--- src/hdl/assert_macros.svh ---
// Assertion macros used by the top-level RTL file
`ifndef ASSERT_MACROS_SVH
`define ASSERT_MACROS_SVH

// clocked assertion, held off while reset is low
`define HDU_ASSERT_CR(lbl, ck, rn, prop, msg) \
  lbl: assert property (@(posedge ck) disable iff (!rn) prop) else $error(msg);

// same, on the usual clk / rst_n pair
`define HDU_ASSERT(lbl, prop, msg) `HDU_ASSERT_CR(lbl, clk, rst_n, prop, msg)

`endif

--- src/hdl/hdu_pkg.sv ---
// Types and constants of the half-duplex serial port
`timescale 1ns / 1ps
`default_nettype none

package hdu_pkg;

  localparam int unsigned BitPeriodW   = 16;
  localparam logic [BitPeriodW-1:0] BitPeriodReset = 16'd100;
  localparam int unsigned InTdataW     = 16;
  localparam int unsigned OutTdataW    = 16;

  typedef enum logic [4:0] {
    PH_IDLE      = 5'd0,
    PH_TX_START  = 5'd1,
    PH_TX_D0     = 5'd2,
    PH_TX_D1     = 5'd3,
    PH_TX_D2     = 5'd4,
    PH_TX_D3     = 5'd5,
    PH_TX_D4     = 5'd6,
    PH_TX_D5     = 5'd7,
    PH_TX_D6     = 5'd8,
    PH_TX_D7     = 5'd9,
    PH_TX_STOP   = 5'd10,
    PH_TX_FINISH = 5'd11,
    PH_RX_START  = 5'd12,
    PH_RX_D0     = 5'd13,
    PH_RX_D1     = 5'd14,
    PH_RX_D2     = 5'd15,
    PH_RX_D3     = 5'd16,
    PH_RX_D4     = 5'd17,
    PH_RX_D5     = 5'd18,
    PH_RX_D6     = 5'd19,
    PH_RX_D7     = 5'd20,
    PH_RX_STOP   = 5'd21,
    PH_RX_FINISH = 5'd22
  } phase_t;

  typedef struct packed {
    phase_t                phase;
    logic [7:0]            shift_byte;
    logic [BitPeriodW-1:0] countdown;
    logic                  prev_line;
    logic                  out_level;
    logic                  driving;
  } hdu_state_t;

  typedef struct packed {
    logic       line_out;
    logic       drive_enable;
    logic       send_accepted;
    logic       busy_res;
    logic       recv_valid;
    logic [7:0] recv_data;
    logic       start_error;
    logic       stop_error;
  } hdu_result_t;

endpackage

`default_nettype wire

--- src/hdl/half_duplex_uart_port.sv ---
// Output: the result of each input beat is registered into the output register when the beat is taken.
// Throughput: one input beat per cycle; the output register frees in the same
// cycle it is taken, so the ports only stall when out_tready is low.
// Reset (rst_n low, synchronous): port idle, wire released, bit period 100.
// Top level of the single-wire half-duplex 8N1 serial port
`timescale 1ns / 1ps
`default_nettype none

module half_duplex_uart_port (
  input  logic                                clk,
  input  logic                                rst_n,
  input  logic                                cfg_wr_en,
  input  logic [hdu_pkg::BitPeriodW-1:0]      cfg_wr_data,
  input  logic                                in_tvalid,
  output logic                                in_tready,
  // [0] line_in, [1] send_request, [9:2] send_data, [15:10] unused
  input  logic [hdu_pkg::InTdataW-1:0]        in_tdata,
  output logic                                out_tvalid,
  input  logic                                out_tready,
  // [0] line_out, [1] drive_enable, [2] send_accepted, [3] busy_res,
  // [4] recv_valid, [12:5] recv_data, [13] start_error, [14] stop_error, [15] zero
  output logic [hdu_pkg::OutTdataW-1:0]       out_tdata
);
  import hdu_pkg::*;

  `include "assert_macros.svh"

  logic [BitPeriodW-1:0] bit_period_r;
  hdu_state_t            state_r;
  hdu_state_t            state_nxt;
  hdu_result_t           result;
  logic                  out_valid_r;
  logic [OutTdataW-1:0]  out_tdata_r;
  logic [OutTdataW-1:0]  out_tdata_nxt;
  logic                  in_fire;

  assign in_tready = !out_valid_r || out_tready;
  assign in_fire   = in_tvalid && in_tready;

  hdu_core u_core (
    .state_cur    (state_r),
    .line_in      (in_tdata[0]),
    .send_request (in_tdata[1]),
    .send_data    (in_tdata[9:2]),
    .bit_period   (bit_period_r),
    .state_nxt    (state_nxt),
    .result       (result)
  );

  assign out_tdata_nxt = {1'b0, result.stop_error, result.start_error, result.recv_data,
                          result.recv_valid, result.busy_res, result.send_accepted,
                          result.drive_enable, result.line_out};

  always_ff @(posedge clk) begin
    if (!rst_n) begin
      bit_period_r <= BitPeriodReset;
    end else if (cfg_wr_en) begin
      bit_period_r <= cfg_wr_data;
    end
  end

  always_ff @(posedge clk) begin
    if (!rst_n) begin
      state_r.phase      <= PH_IDLE;
      state_r.shift_byte <= '0;
      state_r.countdown  <= '0;
      state_r.prev_line  <= 1'b1;
      state_r.out_level  <= 1'b1;
      state_r.driving    <= 1'b0;
    end else if (in_fire) begin
      state_r <= state_nxt;
    end
  end

  always_ff @(posedge clk) begin
    if (!rst_n) begin
      out_valid_r <= 1'b0;
    end else if (in_fire) begin
      out_valid_r <= 1'b1;
    end else if (out_tready) begin
      out_valid_r <= 1'b0;
    end
  end

  always_ff @(posedge clk) begin
    if (in_fire) begin
      out_tdata_r <= out_tdata_nxt;
    end
  end

  assign out_tvalid = out_valid_r;
  assign out_tdata  = out_tdata_r;

  `HDU_ASSERT(a_cnt_live, (state_r.phase != PH_IDLE) |-> (state_r.countdown != '0), "countdown zero while busy")
  `HDU_ASSERT(a_rx_no_drive, (state_r.phase >= PH_RX_START) |-> !state_r.driving, "driving the wire while receiving")
  `HDU_ASSERT(a_send_start, (in_fire && (state_r.phase == PH_IDLE) && in_tdata[1]) |=> (state_r.driving && (state_r.phase == PH_TX_START)), "send request not taken")
  `HDU_ASSERT(a_phase_hold, !in_fire |=> $stable(state_r.phase), "phase moved without a beat")

endmodule

`default_nettype wire

--- src/hdl/hdu_core.sv ---
// Per-tick next-state and result logic of the serial port
`timescale 1ns / 1ps
`default_nettype none

module hdu_core (
  input  hdu_pkg::hdu_state_t              state_cur,
  input  logic                             line_in,
  input  logic                             send_request,
  input  logic [7:0]                       send_data,
  input  logic [hdu_pkg::BitPeriodW-1:0]   bit_period,
  output hdu_pkg::hdu_state_t              state_nxt,
  output hdu_pkg::hdu_result_t             result
);
  import hdu_pkg::*;

  logic [BitPeriodW-1:0] full_dly;
  logic [BitPeriodW-1:0] half_dly;
  logic                  is_idle;
  logic                  timeout;
  logic [4:0]            tx_diff;
  logic [4:0]            rx_diff;
  logic [2:0]            tx_idx;
  logic [2:0]            rx_idx;

  assign full_dly = (bit_period == '0) ? BitPeriodW'(1) : bit_period;
  assign half_dly = ((bit_period >> 1) == '0) ? BitPeriodW'(1) : (bit_period >> 1);
  assign is_idle  = (state_cur.phase == PH_IDLE);
  assign timeout  = !is_idle && (state_cur.countdown <= BitPeriodW'(1));
  assign tx_diff  = state_cur.phase - PH_TX_D0;
  assign rx_diff  = state_cur.phase - PH_RX_D0;
  assign tx_idx   = tx_diff[2:0];
  assign rx_idx   = rx_diff[2:0];

  // next state
  always_comb begin
    state_nxt           = state_cur;
    state_nxt.prev_line = line_in;
    if (is_idle) begin
      if (send_request) begin
        state_nxt.driving    = 1'b1;
        state_nxt.out_level  = 1'b1;
        state_nxt.shift_byte = send_data;
        state_nxt.countdown  = full_dly;
        state_nxt.phase      = PH_TX_START;
      end else if (state_cur.prev_line && !line_in) begin
        state_nxt.countdown = half_dly;
        state_nxt.phase     = PH_RX_START;
      end
    end else if (!timeout) begin
      state_nxt.countdown = state_cur.countdown - BitPeriodW'(1);
    end else begin
      state_nxt.countdown = full_dly;
      case (state_cur.phase)
        PH_TX_START: begin
          state_nxt.out_level = 1'b0;
          state_nxt.phase     = PH_TX_D0;
        end
        PH_TX_D0, PH_TX_D1, PH_TX_D2, PH_TX_D3,
        PH_TX_D4, PH_TX_D5, PH_TX_D6, PH_TX_D7: begin
          state_nxt.out_level = state_cur.shift_byte[tx_idx];
          state_nxt.phase     = phase_t'(state_cur.phase + 5'd1);
        end
        PH_TX_STOP: begin
          state_nxt.out_level = 1'b1;
          state_nxt.phase     = PH_TX_FINISH;
        end
        PH_RX_START: begin
          if (line_in) begin
            state_nxt.countdown = '0;
            state_nxt.phase     = PH_IDLE;
          end else begin
            state_nxt.shift_byte = '0;
            state_nxt.phase      = PH_RX_D0;
          end
        end
        PH_RX_D0, PH_RX_D1, PH_RX_D2, PH_RX_D3,
        PH_RX_D4, PH_RX_D5, PH_RX_D6, PH_RX_D7: begin
          state_nxt.shift_byte[rx_idx] = state_cur.shift_byte[rx_idx] | line_in;
          state_nxt.phase              = phase_t'(state_cur.phase + 5'd1);
        end
        PH_RX_STOP: begin
          state_nxt.countdown = half_dly;
          state_nxt.phase     = PH_RX_FINISH;
        end
        PH_RX_FINISH: begin
          state_nxt.countdown = '0;
          state_nxt.phase     = PH_IDLE;
        end
        default: begin
          // end of transmit, or a code that means nothing
          state_nxt.driving   = 1'b0;
          state_nxt.out_level = 1'b1;
          state_nxt.countdown = '0;
          state_nxt.phase     = PH_IDLE;
        end
      endcase
    end
  end

  // result of this tick
  always_comb begin
    result               = '0;
    result.line_out      = state_nxt.driving ? state_nxt.out_level : 1'b1;
    result.drive_enable  = state_nxt.driving;
    result.send_accepted = is_idle && send_request;
    result.busy_res      = (state_nxt.phase != PH_IDLE);
    result.recv_valid    = timeout && (state_cur.phase == PH_RX_FINISH);
    result.recv_data     = result.recv_valid ? state_cur.shift_byte : 8'd0;
    result.start_error   = timeout && (state_cur.phase == PH_RX_START) && line_in;
    result.stop_error    = timeout && (state_cur.phase == PH_RX_STOP) && !line_in;
  end

endmodule

`default_nettype wire
--- config.mk ---
export PLATFORM = sky130hd
export DESIGN_NAME = half_duplex_uart_port
export DESIGN_NICKNAME = d
export VERILOG_FILES = /design/src/hdl/hdu_pkg.sv /design/src/hdl/half_duplex_uart_port.sv /design/src/hdl/hdu_core.sv
export VERILOG_INCLUDE_DIRS = /design/src /design/src/hdl
export SDC_FILE = /design/constraint.sdc
export NUM_CORES = 1
export LEC_CHECK = 0
export BUFFER_PORTS_ARGS = -buffer_cell sky130_fd_sc_hd__clkbuf_2
export CORE_UTILIZATION = 59
export CTS_CLUSTER_SIZE = 8
export DETAILED_ROUTE_END_ITERATION = 10
export GPL_ROUTABILITY_DRIVEN = 0
export PLACE_DENSITY = 0.84
export SLEW_MARGIN = 15
export SYNTH_ARGS = -nofsm -noshare
export SYNTH_HDL_FRONTEND = slang
export SYNTH_SLANG_ARGS = --single-unit
--- constraint.sdc ---
create_clock -name clk -period 3.5 [get_ports clk]
set_input_delay 1.05 -clock clk [delete_from_list [all_inputs] [get_ports clk]]
set_output_delay 1.05 -clock clk [all_outputs]
set_load 0.01 [all_outputs]
# After elaboration in Yosys (flattened, before gate mapping)
# Index checks and enable logic that the tools add are counted.
[op_classes]
n_mul = 0
add_sub_neg = 4
n_eq_ne = 24
magnitude_cmp = 4
n_shift = 0
n_bitwise = 1
n_mux = 30
div = 0
n_reduce_logical = 29
[op_table]
columns = ["op", "count"]
rows = [
  ["$mux 16", 5],
  ["$pmux 16 s3", 1],
  ["$eq 5x4->1 const B", 7],
  ["$eq 5x5->1 const B", 7],
  ["$logic_not 16->1", 2],
  ["$mux 29", 1],
  ["$pmux 5 s5", 1],
  ["$reduce_or 21->1", 1],
  ["$eq 5x3->1 const B", 4],
  ["$reduce_or 18->1", 1],
  ["$le 16x1->1 const B", 1],
  ["$mux 8", 2],
  ["$pmux 8 s2", 1],
  ["$reduce_or 16->1", 1],
  ["$reduce_or 8->1", 2],
  ["$sub 16x1->16 const B", 1],
  ["$mux 15", 1],
  ["$mux 13", 1],
  ["$reduce_or 11->1", 1],
  ["$eq 5x2->1 const B", 2],
  ["$logic_and 1x1->1", 10],
  ["$mux 5", 2],
  ["$bwmux 8", 1],
  ["$lt 3x4->1 const B", 2],
  ["23 further kinds", 34],
]
[word_totals]
ramBits = 0
latch_bits = 0
ff_bits = 64
word_cells = 103
out_inout_bits = 18
in_bits = 37
mem_bits_ro = 0
mem_count = 0

# Depth between registers and ports, before layout
# Gate-level depths: netlist of run 1.
[depth]
depth_word = 10
depth_mapped = 10
ltp_nobuf = 8

# Hierarchy
# From an unflattened synthesis of run 1, not the netlist that was laid out.
[unflattened]
hier_cells = 572
area_unflattened_um2 = 4624.4
[by_module_without_submodules]
columns = ["module", "instances", "seq_area_each_um2", "area_per_inst_um2", "cells_each"]
rows = [
  ["half_duplex_uart_port", 1, 1431.4, 2411.1, 213],
  ["hdu_core", 1, 0.0, 2213.4, 359],
]

# Worst setup path after synthesis of run 1
# No wires, ideal clock.
[synth_path]
path_type = "input to register"
from = "input in_tdata[1] (netlist name)"
to = "register state_r[22] (netlist name)"
required_time_ns = 3.381
arrival_ns = 2.465
path_stages = 8
setup_ns = 0.119
path_slack_ns = 0.917
n_path_buf = 3
path_cell_list = "clkbuf_1 -> inv_1 -> clkbuf_1 -> nand2_1 -> o2111ai_1 -> clkbuf_1 -> a21oi_1 -> o221a_1"
[synth_via]
elab_chain_cells = 2
[synth_rtl]
columns = ["element", "line", "rtl"]
rows = [
  ["from (decl)", "half_duplex_uart_port.sv:17", "input logic [hdu_pkg::InTdataW-1:0] in_tdata,"],
  ["$ne 2x2->1 (no line)", "--", ""],
  ["$reduce_and 5->1 (no line)", "--", ""],
  ["to (signal assigned)", "half_duplex_uart_port.sv:71", "state_r <= state_nxt;"],
  ["to (decl)", "half_duplex_uart_port.sv:29", "hdu_state_t state_r;"],
]
# No other way between the ends.
# A chain may end at the register's enable or synchronous reset.

# Worst setup path after layout of run 1
[layout_path]
from = "register state_r[28] (netlist name)"
to = "register state_r[11] (netlist name)"
[layout_via]
elab_chain_cells = 5
word_cells_on_any_way = 29
cone_classes = "21 x eq/ne; 3 x mux; 5 x reduce/logical"
[layout_rtl]
columns = ["element", "line", "rtl"]
rows = [
  ["$eq 5x1->1, or another cell as far along", "hdu_core.sv:53", "case (state_cur.phase)"],
  ["$reduce_or 18->1 (no line) / $logic_not 1->1 (equally long branches)", "--", ""],
  ["$pmux 16 s3 / $logic_and 1x1->1 (equally long branches)", "hdu_core.sv:53, hdu_core.sv:28", ""],
  ["$mux 16", "hdu_core.sv:49", "end else if (!timeout) begin"],
  ["$mux 29", "hdu_core.sv:38", "if (is_idle) begin"],
]
# Several ways; a longest one is shown, not always the timed one.

==> results of run 1 <==
-- through the flow --
step | setup slack [ns] | cell area, µm² | cells | hold slack, ns
final | 0.486 | 4800 | 662 | 0.476
after floorplan | 0.917 | 4260 | 526 | 0.437
after global placement | 0.693 | 4590 | 646 | 0.446
after global routing | 0.282 | 4800 | 662 | 0.496
after CTS | 0.601 | 4800 | 662 | 0.476
after detailed placement | 0.610 | 4590 | 646 | 0.463
-- registers in the layout, indices dropped and copies added (netlist names) --
register      count
out_tvalid        1
bit_period_r     16
out_tdata        15
state_r          32
-- path summary, 6_finish.rpt --
check	slack (ns)	endpoint
worst max-delay path	0.49	state_r[11]
worst min-delay path	0.48	state_r[0]
worst max register to register	0.49	state_r[11]
worst min register to register	0.48	state_r[0]
-- synthesized netlist by cell type (all sizes together) (3+ instances only) --
cell type	count	share of area [%]
nor4b	3	0.76
dfxtp	49	23
a31oi	9	1.3
nand2b	7	1.0
o211ai	8	1.4
a21oi	33	3.9
edfxtp	15	11
o22ai	4	0.59
a221oi	10	2.1
o21ai	49	5.8
nand4	6	0.88
nand2	60	5.3
mux4	4	2.1
a211oi	11	2.2
o21a	3	0.53
o211a	4	0.94
ha	8	2.4
xor2	6	1.2
mux2i	24	5.6
a311oi	5	1.0
nor3	15	2.0
nor4	8	1.7
clkbuf	29	2.6
nor2	54	4.8
nand3	14	1.8
and2	11	1.6
a221o	4	0.94
buf	11	1.4
inv	13	1.1
xnor2	7	1.6
a22oi	3	0.53
-- worst max-delay path, delay by kind of cell, from the launching register on --
family	cells	cell delay, ns
AOI/OAI and AO/OA	4	1.39
buffers and inverters	2	0.41
DFF	1	0.41
adders and majority gates	1	0.38
and+or+nand+nor	2	0.30
-- power by group --
part           internal (mW)  total [mW]  switching [mW]
Clock                  0.359       0.664           0.304
Sequential             0.818       0.906          0.0879
Combinational          0.259       0.652           0.393
Total                   1.44        2.22           0.785
-- routing by layer --
metal	global-route usage (%)	wire length, µm	share of wire (%)
met3	5.97	1180	9.9
met5	0	0	0
met1	44.5	4860	41
met2	52.3	5430	46
met4	17.7	405	3.4
-- cells by family after synthesis --
family                   after synthesis  share of synthesized area, %
AND/OR/NAND/NOR                      196                          22.9
AO/OA/AOI/OAI                        161                          24.9
flip-flops                            64                          33.6
buffers and inverters                 54                          5.23
multiplexers                          29                          8.02
XOR/XNOR                              13                          2.85
adder cells (fa/ha/maj)                8                          2.35
other                                  1                        0.0880
-- final cells by class --
class,instances,area [µm²]
clock buffers,12,188
well taps,96,120
repair buffers,64,375
flip-flops and latches,64,1430
clock inverters,4,21.3
inverters,14,52.6
multi-input cells,408,2610
fillers,580,2070
==> impl_metrics.env, run 1 <==
export IMPL_fp_dieW_um=87.0
export IMPL_layout_common_cells="nand2_1, nor2_1, dfxtp_1, clkbuf_2, o21ai_0"
export IMPL_cp_cell_sequence="inv_1, ha_1, o22ai_1, a221oi_1, nor2_1, a211oi_4, buf_4, nand2_1, a311oi_1"
export IMPL_cp_slowest_stage_delay_ns=0.52
export IMPL_worstPathRequired_ns=3.74
export IMPL_n_antenna_cell=0
export IMPL_core_um2=6870
export IMPL_cp_startpoint="state_r[28]"
export IMPL_cts_buffers=9
export IMPL_power_total_mw=2.22
export IMPL_slew_viol_final=0
export IMPL_grt_total_usage_pct=33.6
export IMPL_antenna_found_initial=0
export IMPL_cts_sinks=64
export IMPL_hold_start="state_r[0]"
export IMPL_holdPathStages=2
export IMPL_synth_top_flop_cell="dfxtp_1"
export IMPL_yosysWarnings=0
export IMPL_drive_gt1_share_pct=16.8
export IMPL_yosys_cell_types_count=70
export IMPL_ir_worst_vdd_mv=0.339
export IMPL_start_util_pct=62.0
export IMPL_area_growth_syn_to_layout_pct=12.7
export IMPL_grt_ovfl_total=0
export IMPL_postCtsSetupBuffers=0
export IMPL_grt_pass1_vias=4045
export IMPL_nets=606
export IMPL_tns_ns=0
export IMPL_startpoint_type="flip-flop"
export IMPL_clockBufferDepth=2
export IMPL_r2r_cells=9
export IMPL_rsz0062_at_grt="false"
export IMPL_critPathMaxFanout=10
export IMPL_min_period_ns=3.01
export IMPL_rows=30
export IMPL_ys_ff_latch=64
export IMPL_htree_levels=3
export IMPL_hold_class="reg -> reg"
export IMPL_ioPinCount=55
export IMPL_status="complete, no violations"
export IMPL_max_freq_mhz=332
export IMPL_fin_crit_sh_pct=86.1
export IMPL_clk_pin_slew_ns=0.07
export IMPL_layout_commonest_cell="nand2_1"
export IMPL_slowest_stage="a221oi_1"
export IMPL_wl_per_cell_um=17.9
export IMPL_clock_latency_ns=0.36
export IMPL_io_buffers=47
export IMPL_async_flop_share_pct=0
export IMPL_syn_cell_area_um2=4260
export IMPL_max_cap_violations=0
export IMPL_maxSlewHeadroom_pct=36.1
export IMPL_first_pass_iters=7
export IMPL_hold_violations=0
export IMPL_fin_util_pct=69.9
export IMPL_grt_max_degree=31
export IMPL_clock_skew_ns=0.0112
export IMPL_arrival_ns=3.26
export IMPL_cts_hold_buf=0
export IMPL_hpwl_mm=8.17
export IMPL_antenna_left=0
export IMPL_syn_nets=571
export IMPL_yosysSeqAreaShare_pct=33.6
export IMPL_clockRootBuffer="clkbuf_8"
export IMPL_cellLeakagePower_nw=1.93
export IMPL_path_class="reg -> reg"
export IMPL_cts_tree="done"
export IMPL_setup_viol=0
export IMPL_die_h_um=87.0
export IMPL_netlist_instances=526
export IMPL_die_area_um2=7560
export IMPL_cts_resized=0
export IMPL_grt_pass1_wl_mm=19.8
export IMPL_avgSynthCellArea_um2=8.10
export IMPL_p_per_area_nw_per_um2=463
export IMPL_end_kind="flip-flop"
export IMPL_worstMarginPinSlew_ns=0.957
export IMPL_via_per_inst=6.55
export IMPL_drt_iter0_drc=466
export IMPL_via_count=4337
export IMPL_drt_total_wl_mm=11.9
export IMPL_synth_edf_count=15
export IMPL_drcViolationCount=0
export IMPL_r2r_start="state_r[28]"
Power figures use the tool's default switching activity.
==> run 2: changes to the inputs <==
Settings changed: CORE_UTILIZATION 59 to 40, PLACE_DENSITY 0.84 to 0.62.
==> run 2 against run 1 <==
Register-to-register slack worse by 0.04 ns. Utilization is 23 points lower. Critical path type unchanged. Largest power group unchanged. Critical path depth did not move. First-iteration DRC count decreased by 15%. Non-clock buffer count increased by 1. Final cell count increased by 6.2%. Global-route usage is 12 points lower. Sequential share of layout area decreased by 0.15 points. Design area is 0.49% higher. Worst hold slack lost 0.0013 ns. Via count is 3.3% lower. Die area is 46% higher.
==> impl_metrics.env, run 2 (synthesis results as in run 1) <==
export IMPL_status="complete, no violations"
export IMPL_grt_max_degree=30
export IMPL_cts_hold_buf=0
export IMPL_core_um2=10300
export IMPL_hold_class="reg -> reg"
export IMPL_maxSlewHeadroom_pct=33.6
export IMPL_antenna_left=0
export IMPL_power_total_mw=2.18
export IMPL_p_per_area_nw_per_um2=452
export IMPL_wl_per_cell_um=17.1
export IMPL_clockRootBuffer="clkbuf_8"
export IMPL_cts_buffers=9
export IMPL_clockBufferDepth=2
export IMPL_ioPinCount=55
export IMPL_critPathMaxFanout=14
export IMPL_largest_reg_flops=32
export IMPL_via_per_inst=5.96
export IMPL_antenna_found_initial=0
export IMPL_place_area_um2=4640
export IMPL_rows=37
export IMPL_cp_slowest_stage_delay_ns=0.73
export IMPL_drt_total_wl_mm=12.0
export IMPL_n_antenna_cell=0
export IMPL_fin_util_pct=46.7
export IMPL_grt_pass1_vias=3789
export IMPL_end_kind="flip-flop"
export IMPL_setup_viol=0
export IMPL_place_ws_ns=0.505
export IMPL_cts_sinks=64
export IMPL_postCtsSetupBuffers=0
export IMPL_clock_skew_ns=0.0124
export IMPL_fp_dieW_um=105
export IMPL_worstMarginPinSlew_ns=0.994
export IMPL_hold_violations=0
export IMPL_setup_ws_ns=0.445
export IMPL_slowest_stage="a221oi_1"
export IMPL_cts_tree="done"
export IMPL_nets=607
export IMPL_hpwl_mm=8.49
export IMPL_first_pass_iters=5
export IMPL_clk_pin_slew_ns=0.08
export IMPL_clock_latency_ns=0.35
export IMPL_grt_total_usage_pct=22.1
export IMPL_slew_viol_final=0
export IMPL_area_growth_syn_to_layout_pct=13.3
export IMPL_worstPathRequired_ns=3.75
export IMPL_drive_gt1_share_pct=16.8
export IMPL_cellLeakagePower_nw=1.91
export IMPL_layout_common_cells="nand2_1, nor2_1, dfxtp_1, clkbuf_2, o21ai_0"
export IMPL_layout_commonest_cell="nand2_1"
export IMPL_rsz0062_at_grt="false"
export IMPL_grt_pass1_wl_mm=19.4
export IMPL_die_area_um2=11100
export IMPL_startpoint_type="flip-flop"
export IMPL_grt_ovfl_total=0
export IMPL_cp_cell_sequence="inv_1, ha_1, o22ai_1, a221oi_1, nor2_1, a211oi_4, buf_4, nand2_1, a311oi_1"
export IMPL_io_buffers=47
export IMPL_min_period_ns=3.05
export IMPL_path_class="reg -> reg"
export IMPL_via_count=4193
export IMPL_final_area_um2=4830
export IMPL_fin_crit_sh_pct=87.3
export IMPL_start_util_pct=41.3
export IMPL_ir_worst_vdd_mv=0.225
export IMPL_max_freq_mhz=327
export IMPL_cts_resized=0
export IMPL_max_cap_violations=0
export IMPL_htree_levels=3
export IMPL_regMostFlops="state_r"
export IMPL_tns_ns=0
export IMPL_arrival_ns=3.31
export IMPL_die_h_um=105
export IMPL_fillers=1007
export IMPL_drt_iter0_drc=397
export IMPL_drcViolationCount=0
==> run 2: cell count changes in the layout (fill, tap and decap cells not counted) <==
cell,delta
clkinv_4,+1
clkbuf_8,-1
clkinv_2,-2
inv_6,+1
inv_4,+1
clkbuf_1,+1
buf_4,+2
buf_12,-1
clkbuf_16,-1
==> run 2: final timing paths <==
check / depth (start not counted) / start / to / slack [ns]
min: 2 / state_r[0] / state_r[0] / 0.47
max reg2reg: 9 / state_r[27] / state_r[11] / 0.45
min reg2reg: 2 / state_r[0] / state_r[0] / 0.47
max: 9 / state_r[27] / state_r[11] / 0.45
==> run 2: cell type report <==
| cell class | count | area (µm²) | area share, % |
|---|---|---|---|
| clock inverters | 5 | 35.0 | 0.726 |
| well taps | 136 | 170 | 3.53 |
| inverters | 14 | 52.6 | 1.09 |
| multi-input cells | 408 | 2610 | 54.2 |
| repair buffers | 65 | 370 | 7.67 |
| clock buffers | 11 | 153 | 3.16 |
| flip-flops and latches | 64 | 1430 | 29.7 |
==> run 2: power by group <==
part	internal [mW]	switching (mW)	leakage (nW)	total (mW)
logic	0.258	0.387	1.26	0.646
registers	0.818	0.0859	0.551	0.903
clock network	0.304	0.330	0.0997	0.634
==> run 2: metrics by stage <==
step	hold WS, ns	instances
6_report	0.475	703
5_1_grt	0.507	703
4_1_cts	0.475	703
3_5_place_dp	0.463	687
3_3_place_gp	0.446	687
2_1_floorplan	0.437	526
==> run 2: critical path: cells and delay by family, from the launching register on <==
kind / cells / cell delay [ns]
flip-flops: 1 / 0.39
buffers and inverters: 2 / 0.48
AND/OR/NAND/NOR: 2 / 0.34
AO/OA/AOI/OAI: 4 / 1.32
adder cells (fa/ha/maj): 1 / 0.41
==> run 2: layer usage <==
layer / GRT usage (%) / routed length, µm / up-vias / share of wire (%)
met5: 0 / 0 / - / 0
met4: 8.35 / 275 / 0 / 2.3
met3: 3.87 / 696 / 27 / 5.8
met2: 35.9 / 5460 / 169 / 45
met1: 29.1 / 5590 / 1983 / 46
li1: - / - / 2014 / -
==> run 3: changes to the inputs <==
Settings changed: CTS_BUF_LIST from default to sky130_fd_sc_hd__clkbuf_8.
==> run 3 against run 2 <==
Clock power is 3% higher. Count of clock-buffer cells in the layout is 2 lower. Final cell count did not move. Register-to-register slack got worse by 0.02 ns. Critical endpoint unchanged. Highest routed layer unchanged.
==> impl_metrics.env, run 3 (synthesis results as in run 1) <==
export IMPL_cellLeakagePower_nw=1.92
export IMPL_hpwl_mm=8.49
export IMPL_hold_violations=0
export IMPL_wl_per_cell_um=17.0
export IMPL_ioPinCount=55
export IMPL_top_layer="met4"
export IMPL_grt_total_usage_pct=22.0
export IMPL_cts_buffers=9
export IMPL_grt_pass1_wl_mm=19.3
export IMPL_via_per_inst=5.98
export IMPL_nets=607
export IMPL_critPathMaxFanout=14
export IMPL_antenna_found_initial=0
export IMPL_wl_met1_mm=5.48
export IMPL_end_kind="flip-flop"
export IMPL_fin_hold_ws_ns=0.475
export IMPL_maxSlewHeadroom_pct=32.4
export IMPL_area_growth_syn_to_layout_pct=13.4
export IMPL_grt_max_degree=30
export IMPL_clk_pin_slew_ns=0.08
export IMPL_rsz0062_at_grt="false"
export IMPL_core_um2=10300
export IMPL_worstPathRequired_ns=3.75
export IMPL_largest_reg_flops=32
export IMPL_die_area_um2=11100
export IMPL_cts_resized=0
export IMPL_layout_commonest_cell="nand2_1"
export IMPL_clockBufferDepth=2
export IMPL_dr_wl_met3_um=798
export IMPL_regMostFlops="state_r"
export IMPL_p_per_area_nw_per_um2=456
export IMPL_tns_ns=0
export IMPL_register_area_um2=1430
export IMPL_clock_latency_ns=0.35
export IMPL_clock_skew_ns=0.0111
export IMPL_htree_levels=3
export IMPL_max_cap_violations=0
export IMPL_n_antenna_cell=0
export IMPL_die_h_um=105
export IMPL_first_pass_iters=5
export IMPL_cts_sinks=64
export IMPL_clockRootBuffer="clkbuf_8"
export IMPL_path_class="reg -> reg"
export IMPL_wl_met2_mm=5.44
export IMPL_fin_crit_sh_pct=87.9
export IMPL_grt_pass1_vias=3797
export IMPL_multi_input_area_um2=2610
export IMPL_drive_gt1_share_pct=16.8
export IMPL_drcViolationCount=0
export IMPL_fillers=1007
export IMPL_status="complete, no violations"
export IMPL_place_area_um2=4640
export IMPL_startpoint_type="flip-flop"
export IMPL_min_period_ns=3.08
export IMPL_postCtsSetupBuffers=0
export IMPL_hold_class="reg -> reg"
export IMPL_fp_dieW_um=105
export IMPL_antenna_left=0
export IMPL_grt_ovfl_total=0
export IMPL_setup_viol=0
export IMPL_ir_worst_vdd_mv=0.223
export IMPL_cts_hold_buf=0
export IMPL_final_area_um2=4830
export IMPL_max_freq_mhz=325
export IMPL_arrival_ns=3.33
export IMPL_drt_iter0_drc=333
export IMPL_layout_common_cells="nand2_1, nor2_1, dfxtp_1, clkbuf_2, o21ai_0"
export IMPL_rows=37
export IMPL_cts_tree="done"
export IMPL_drt_total_wl_mm=12.0
export IMPL_worstMarginPinSlew_ns=1.01
export IMPL_via_count=4205
export IMPL_start_util_pct=41.3
export IMPL_io_buffers=47
export IMPL_slew_viol_final=0
## run 3: cell count changes in the layout (fill, tap and decap cells not counted)
cell / previous run / this run
bufinv_16: 0 / 1
clkbuf_1: 1 / 0
clkbuf_16: 1 / 0
inv_1: 13 / 14
## run 3: path summary, 6_finish.rpt
kind	startpoint	to	slack, ns	depth (start not counted)
worst max register to register	state_r[27]	state_r[11]	0.42	9
worst min register to register	state_r[0]	state_r[0]	0.47	2
worst min-delay path	state_r[0]	state_r[0]	0.47	2
worst max-delay path	state_r[27]	state_r[11]	0.42	9
## run 3: layer usage
metal  global-route usage (%)  vias up
met5                        0        -
met4                     8.35        0
met3                     3.87       25
met2                     35.9      185
met1                     28.9     1976
li1                         -     2019
## run 3: worst max-delay path, stage by stage (launching register included)
cell and delay (ns):
dfxtp_1 0.40, inv_1 0.23, ha_1 0.41, o22ai_1 0.11, a221oi_1 0.74, nor2_1 0.27
a211oi_4 0.25, buf_4 0.25, nand2_1 0.08, a311oi_1 0.23
## run 3: layout make-up
| type | count | share of cell area [%] |
|---|---|---|
| Sequential cell | 64 | 29.6 |
| Tap cell | 136 | 3.52 |
| Clock inverter | 7 | 1.42 |
| Multi-Input combinational cell | 408 | 54.1 |
| Timing Repair Buffer | 65 | 7.67 |
| Inverter | 14 | 1.09 |
| Clock buffer | 9 | 2.56 |
## run 3: power by group
group / internal [mW] / switching [mW]
clock network: 0.330 / 0.324
registers: 0.818 / 0.0858
logic: 0.258 / 0.387
## run 3: through the flow
| step | cells | total power, mW | utilization (%) | setup slack [ns] |
|---|---|---|---|---|
| 2_1_floorplan | 526 | 1.36 | - | 0.917 |
| 3_3_place_gp | 687 | 1.54 | 44.9 | 0.592 |
| 3_5_place_dp | 687 | 1.55 | 44.9 | 0.505 |
| 4_1_cts | 703 | 2.20 | 46.8 | 0.477 |
| 5_1_grt | 703 | 2.32 | 46.8 | 0.198 |
| 6_report | 703 | 2.20 | 46.8 | 0.425 |
